[src/sv/drg_pkg.sv]
// Package for the depth region grow block: codes, reset values and the
// command and status types between controller and datapath. No dependencies.
package drg_pkg;

    localparam int IDX_W   = 18;
    localparam int DVAL_W  = 16;
    localparam int SEED_W  = 9;
    localparam int COUNT_W = 19;
    localparam int STAT_W  = 2;
    localparam int CFG_W   = 10;
    localparam int THR_W   = 16;
    localparam int CIDX_W  = 2;
    localparam int CDAT_W  = 16;

    localparam logic [1:0] OP_WRITE = 2'd0;
    localparam logic [1:0] OP_GROW  = 2'd1;
    localparam logic [1:0] OP_READ  = 2'd2;

    localparam logic [CIDX_W-1:0] CFG_WIDTH  = 2'd0;
    localparam logic [CIDX_W-1:0] CFG_HEIGHT = 2'd1;
    localparam logic [CIDX_W-1:0] CFG_THRESH = 2'd2;

    localparam logic [CFG_W-1:0] RST_WIDTH  = 10'd512;
    localparam logic [CFG_W-1:0] RST_HEIGHT = 10'd424;
    localparam logic [THR_W-1:0] RST_THRESH = 16'd50;

    localparam logic [STAT_W-1:0] ST_OK    = 2'd0;
    localparam logic [STAT_W-1:0] ST_ZERO  = 2'd1;
    localparam logic [STAT_W-1:0] ST_RANGE = 2'd2;

    // Neighbor visiting order.
    localparam logic [2:0] NB_RIGHT = 3'd0;
    localparam logic [2:0] NB_DOWN  = 3'd1;
    localparam logic [2:0] NB_LEFT  = 3'd2;
    localparam logic [2:0] NB_UP    = 3'd3;
    localparam logic [2:0] NB_DR    = 3'd4;
    localparam logic [2:0] NB_UR    = 3'd5;
    localparam logic [2:0] NB_DL    = 3'd6;
    localparam logic [2:0] NB_UL    = 3'd7;

    typedef enum logic [3:0] {
        S_IDLE, S_DECODE, S_CLEAR, S_SEED, S_SEEDRD, S_SEEDCHK, S_POP,
        S_NBADDR, S_NBRD, S_NBCHK, S_RDWAIT, S_RDOUT
    } t_state;

    typedef enum logic [2:0] {
        RES_OK, RES_RANGE, RES_ZERO, RES_MASK, RES_COUNT
    } t_res_sel;

    typedef struct packed {
        logic     load;
        logic     depth_wr;
        logic     clr_step;
        logic     addr_pix;
        logic     addr_seed;
        logic     addr_nb;
        logic     seed_init;
        logic     pop;
        logic     nb_next;
        logic     join_px;
        logic     emit;
        t_res_sel res_sel;
    } t_cmd;

    typedef struct packed {
        logic [1:0] op;
        logic       in_range;
        logic       clr_last;
        logic       seed_out;
        logic       seed_zero;
        logic       q_empty;
        logic       nb_valid;
        logic       nb_last;
        logic       join_ok;
    } t_sts;

endpackage

[src/sv/drg_ctrl.sv]
// Controller state machine of the depth region grow block.
// Depends on drg_pkg; drives the datapath through t_cmd and reads t_sts.
module drg_ctrl (
    input  logic          i_clk,
    input  logic          i_rst_n,
    input  logic          start,
    output logic          busy,
    input  drg_pkg::t_sts i_sts,
    output drg_pkg::t_cmd o_cmd
);
    import drg_pkg::*;

    t_state r_state, n_state;
    logic   r_grow, n_grow;

    always_ff @(posedge i_clk) begin
        if (!i_rst_n) begin
            r_state <= S_CLEAR;
            r_grow  <= 1'b0;
        end else begin
            r_state <= n_state;
            r_grow  <= n_grow;
        end
    end

    assign busy = (r_state != S_IDLE);

    always_comb begin
        n_state = r_state;
        n_grow  = r_grow;
        o_cmd   = '0;
        case (r_state)
            S_IDLE: begin
                if (start) begin
                    o_cmd.load = 1'b1;
                    n_state    = S_DECODE;
                end
            end
            S_DECODE: begin
                n_state = S_IDLE;
                case (i_sts.op)
                    OP_WRITE: begin
                        o_cmd.emit = 1'b1;
                        if (i_sts.in_range) begin
                            o_cmd.depth_wr = 1'b1;
                            o_cmd.res_sel  = RES_OK;
                        end else begin
                            o_cmd.res_sel = RES_RANGE;
                        end
                    end
                    OP_GROW: begin
                        n_grow  = 1'b1;
                        n_state = S_CLEAR;
                    end
                    OP_READ: begin
                        if (i_sts.in_range) begin
                            o_cmd.addr_pix = 1'b1;
                            n_state        = S_RDWAIT;
                        end else begin
                            o_cmd.emit    = 1'b1;
                            o_cmd.res_sel = RES_RANGE;
                        end
                    end
                    default: n_state = S_IDLE;
                endcase
            end
            S_CLEAR: begin
                o_cmd.clr_step = 1'b1;
                if (i_sts.clr_last) begin
                    n_state = r_grow ? S_SEED : S_IDLE;
                end
            end
            S_SEED: begin
                n_grow = 1'b0;
                if (i_sts.seed_out) begin
                    o_cmd.emit    = 1'b1;
                    o_cmd.res_sel = RES_RANGE;
                    n_state       = S_IDLE;
                end else begin
                    o_cmd.addr_seed = 1'b1;
                    n_state         = S_SEEDRD;
                end
            end
            S_SEEDRD: n_state = S_SEEDCHK;
            S_SEEDCHK: begin
                if (i_sts.seed_zero) begin
                    o_cmd.emit    = 1'b1;
                    o_cmd.res_sel = RES_ZERO;
                    n_state       = S_IDLE;
                end else begin
                    o_cmd.seed_init = 1'b1;
                    n_state         = S_POP;
                end
            end
            S_POP: begin
                if (i_sts.q_empty) begin
                    o_cmd.emit    = 1'b1;
                    o_cmd.res_sel = RES_COUNT;
                    n_state       = S_IDLE;
                end else begin
                    o_cmd.pop = 1'b1;
                    n_state   = S_NBADDR;
                end
            end
            S_NBADDR: begin
                if (i_sts.nb_valid) begin
                    o_cmd.addr_nb = 1'b1;
                    n_state       = S_NBRD;
                end else if (i_sts.nb_last) begin
                    n_state = S_POP;
                end else begin
                    o_cmd.nb_next = 1'b1;
                end
            end
            S_NBRD: n_state = S_NBCHK;
            S_NBCHK: begin
                o_cmd.join_px = i_sts.join_ok;
                if (i_sts.nb_last) begin
                    n_state = S_POP;
                end else begin
                    o_cmd.nb_next = 1'b1;
                    n_state       = S_NBADDR;
                end
            end
            S_RDWAIT: n_state = S_RDOUT;
            S_RDOUT: begin
                o_cmd.emit    = 1'b1;
                o_cmd.res_sel = RES_MASK;
                n_state       = S_IDLE;
            end
            default: n_state = S_IDLE;
        endcase
    end

    a_emit_ends: assert property (@(posedge i_clk) disable iff (!i_rst_n)
        o_cmd.emit |=> (r_state == S_IDLE))
        else $error("result emitted without returning to idle");

    a_accept_decode: assert property (@(posedge i_clk) disable iff (!i_rst_n)
        (start && !busy) |=> (r_state == S_DECODE))
        else $error("accepted item not decoded");

    a_check_after_read: assert property (@(posedge i_clk) disable iff (!i_rst_n)
        (r_state == S_NBCHK) |-> ($past(r_state) == S_NBRD))
        else $error("neighbor check without memory read");

endmodule

[config.mk]
export PLATFORM = sky130hd
export DESIGN_NAME = drg_ctrl
export DESIGN_NICKNAME = d
export VERILOG_FILES = /design/src/sv/drg_pkg.sv /design/src/sv/drg_ctrl.sv
export SDC_FILE = /design/constraint.sdc
export NUM_CORES = 1
export LEC_CHECK = 0
export BUFFER_PORTS_ARGS = -buffer_cell sky130_fd_sc_hd__clkbuf_2
export CAP_MARGIN = 20
export CORE_UTILIZATION = 41
export DETAILED_ROUTE_END_ITERATION = 10
export GPL_TIMING_DRIVEN = 0
export HOLD_SLACK_MARGIN = 0.05
export PLACE_DENSITY = 0.74
export SYNTH_ARGS = -nofsm -noshare
export SYNTH_HDL_FRONTEND = slang
export SYNTH_SLANG_ARGS = --single-unit
[constraint.sdc]
create_clock -name i_clk -period 1.45 [get_ports i_clk]
set_input_delay 0.3625 -clock i_clk [delete_from_list [all_inputs] [get_ports i_clk]]
set_output_delay 0.3625 -clock i_clk [all_outputs]
set_load 0.02 [all_outputs]
Word-level counts from Yosys, hierarchy flattened
Cells that the tools add are included.
{"block": "totals", "regBits": 5, "out_inout_bits": 15, "input_bits": 13}
{"block": "classes", "n_reduce_logical": 6, "n_eq_ne": 17, "mux": 41}
{"cell": "$pmux W4 S11", "count": 1}
{"cell": "$mux W4", "count": 9}
{"cell": "$mux W1", "count": 22}
{"cell": "$pmux W4 S5", "count": 1}
{"cell": "$eq A4 B3 Y1 const B", "count": 4}
{"cell": "$eq A4 B4 Y1 const B", "count": 4}
{"cell": "$pmux W4 S2", "count": 2}
{"cell": "$mux W3", "count": 3}
{"cell": "$eq A4 B2 Y1 const B", "count": 2}
{"cell": "$eq A4 B1 Y1 const B", "count": 1}
{"cell": "$logic_not A4 Y1", "count": 1}
{"cell": "$ne A2 B2 Y1 const B", "count": 2}
{"cell": "$pmux W1 S2", "count": 2}
{"cell": "$reduce_bool A4 Y1", "count": 1}
{"cell": "$ne A3 B3 Y1 const B", "count": 1}
{"cell": "$reduce_and A3 Y1", "count": 1}
{"cell": "$eq A2 B1 Y1 const B", "count": 1}
{"cell": "$eq A2 B2 Y1 const B", "count": 1}
{"cell": "$logic_not A2 Y1", "count": 1}
{"cell": "$mux W2", "count": 1}
{"cell": "$ne A2 B1 Y1 const B", "count": 1}
{"cell": "$reduce_and A2 Y1", "count": 1}
{"cell": "$reduce_bool A2 Y1", "count": 1}

Longest topological paths before layout
{"block": "depth", "ltp_word": 3, "ltp_mapped": 6, "depth_no_buf": 6}

Least setup slack after synthesis
OpenSTA, ideal clock, no wires.
{"block": "synth_path", "path_type": "register to output", "startpoint": "register r_state[2]", "endpoint": "output port o_cmd[3] (netlist name)", "slack_ns": -0.397, "required_ns": 1.087, "path_buffers": 1, "t_arrival_ns": 1.485, "path_stages_with_launch": 6, "path_cell_list": "dfxtp_1 > buf_6 > nand2_4 > nor4b_2 > nand3b_1 > o21bai_1"}
{"element": "from (decl)", "line": "drg_ctrl.sv:13", "rtl": "t_state r_state, n_state;"}
{"element": "from (signal assigned)", "line": "drg_ctrl.sv:21", "rtl": "r_state <= n_state;"}
{"element": "to (decl)", "line": "drg_ctrl.sv:9", "rtl": "output drg_pkg::t_cmd o_cmd"}

==> out/results.tsv <==
metric	value	unit
vias_per_cell	6.40	
cts.clk_slew.worst_paths	0.05	ns
cts_buffer_depth	2	
globalplace.congestion	0.848	
grt_pass1_wl	3280	um
grt_pass1_vias	777	
critPathKind	register to output pin	
hp-class	input port to register	
grt_usage	0.297	
synth_flop_cell	dfxtp_1	
cp.arrival	1.60	ns
htree_levels	1	
rows	13	
syn-num-nets	93	
cts_tree	yes	
relSlewSlack	0.746	
cp-end-kind	output pin	
synth-seq-cells	5	
gr-total-overflow	0	
setup_ws	-0.513	ns
yosysTopAreaCell	dfxtp_1	
drtIter0Drc	39	
n_antenna_cell	0	
synth_area_leaders	dfxtp_1, nor2_1, ha_1, nor4b_2, a21oi_1	
avgRoutedWirePerCell	21.1	um
cp.required	1.09	ns
drc	0	
power.leakage	0.543	nW
timing.hold.ws	0.448	ns
vdd_drop_max	0.794	mV
avgSynthCellArea	8.12	um2
portBuffers	27	
antenna_found_initial	0	
synth.distinct_cells	37	
nNetsFinal	145	
grt_start_max_net_pins	11	
finClkSkew	0.0121	ns
failed_checks	negative setup slack	
yosys_warnings	0	
numCtsBuffers	3	
final_util	0.928	
antenna_left	0	
drt-total-wl	3020	um
vias	915	
layout_common_cells	buf_4, clkbuf_2, buf_6	
setup-violations-final	17	
status	finished with violations	
synth_edf_count	0	
dp_hpwl	1210	um
dr.pass1.iters	4	
layout_commonest_cell	buf_4	
fill_cells	50	
clk_latency	0.25	ns
max-cap-violations	0	
rsz0062_at_grt	true	
fin_crit	1.96	ns
ys_seq_area_frac	0.160	
worst_pin_slew	0.378	ns
hold_violations	0	
numClockSinks	5	
post-route-period-util	1.35	
startpoint_type	register	
drive_gt1_frac	0.711	
io_pins	28	
syn_area	626	um2
crit_fanout	6	
die_area	0.00169	mm2
root_buffer	clkbuf_4	
syn_inst	77	
postCtsHoldBufs	0	
area_growth	103	%
maxSlewViolCount	0	
yosysTopAreaCellShare	0.160	
fmax	0.509	GHz
die_y	41.1	um
die_width	41.1	um
multi_input_area	638	um2
final-seq-area	110	um2
start_util	0.458	
power_density	529	mW/mm2
synthArstFlopShare	0	
core	0.00137	mm2
-- layout make-up --
| type | count | share of cell area |
|---|---|---|
| tap | 15 | 0.0148 |
| inverter | 5 | 0.0148 |
| buffer | 4 | 0.0415 |
| multi-input combinational | 63 | 0.503 |
| clock buffer | 4 | 0.0207 |
| timing repair buffer | 47 | 0.318 |
| sequential | 5 | 0.0869 |
-- power breakdown --
group | switching [mW] | internal [mW] | total, mW
Clock | 0.0635 | 0.105 | 0.168
Combinational | 0.190 | 0.152 | 0.342
Sequential | 0.0152 | 0.146 | 0.161
Total | 0.269 | 0.402 | 0.671
-- path summary, 6_finish.rpt --
path,start,end,slack [ns],cells past startpoint
max,r_state[0]$_SDFFE_PN0P_,o_cmd[0],-0.51,4
min,i_rst_n,r_state[3]$_SDFFE_PN0P_,0.45,2
max reg2reg,r_state[1]$_SDFFE_PN1P_,r_state[0]$_SDFFE_PN0P_,-0.10,7
min reg2reg,r_grow$_SDFFE_PN0P_,r_grow$_SDFFE_PN0P_,0.56,2
-- Yosys cell counts, types with 2 or more instances --
cell type and number:
o22ai_1 4, nand2_1 3, o211ai_1 2, nor4b_2 2
and3_1 2, buf_4 2, a21oi_1 5, buf_6 2
dfxtp_1 5, nand3b_1 2, nor3b_2 2, nor3_1 4
ha_1 3, inv_1 5, nor2b_1 2, nor2_1 11
-- worst max-delay path: stages, from the launching register on --
cell	delay, ns
dfxtp_4	0.42
and2b_1	0.23
o211ai_1	0.19
o22ai_1	0.30
buf_4	0.20
-- state kept, by name (all words and copies together) (netlist names) --
signal   cells
r_state      4
r_grow       1
-- metrics by stage --
step	setup slack, ns	TNS [ns]	total power [mW]	instance area (um2)	cells
floorplan	-0.161	-0.350	0.310	678	77
global placement	-0.387	-0.951	0.370	832	119
detailed placement	-0.402	-1.02	0.372	832	119
CTS	-0.342	-3.27	0.603	1140	140
global route	-0.528	-4.79	0.688	1270	143
finish	-0.513	-4.42	0.671	1270	143
-- routing by layer --
layer,track usage,wire [um],vias up
met1,0.326,1170,435
met4,0.0167,97,0
met2,0.578,1490,82
met5,0,0,-
li1,-,-,388
met3,0.0761,265,10
-- cells by family (layout without fill, tap and decap cells) --
family / Yosys count / count (layout) / share of synthesized area
adder cells (fa/ha/maj): 3 / 3 / 0.0600
AO/OA/AOI/OAI: 19 / 19 / 0.228
AND/OR/NAND/NOR: 41 / 41 / 0.462
buffers and inverters: 9 / 60 / 0.0900
flip-flops: 5 / 5 / 0.160
-- what timing repair did --
action	4_1_cts	5_1_grt
setup buffers	17	3
cloned	0	0
gates resized for setup	37	34
endpoints found under the hold margin	0	0
pin swaps	10	8
setup endpoints to repair	15	18
No activity file was read; power rests on OpenSTA's default activity.
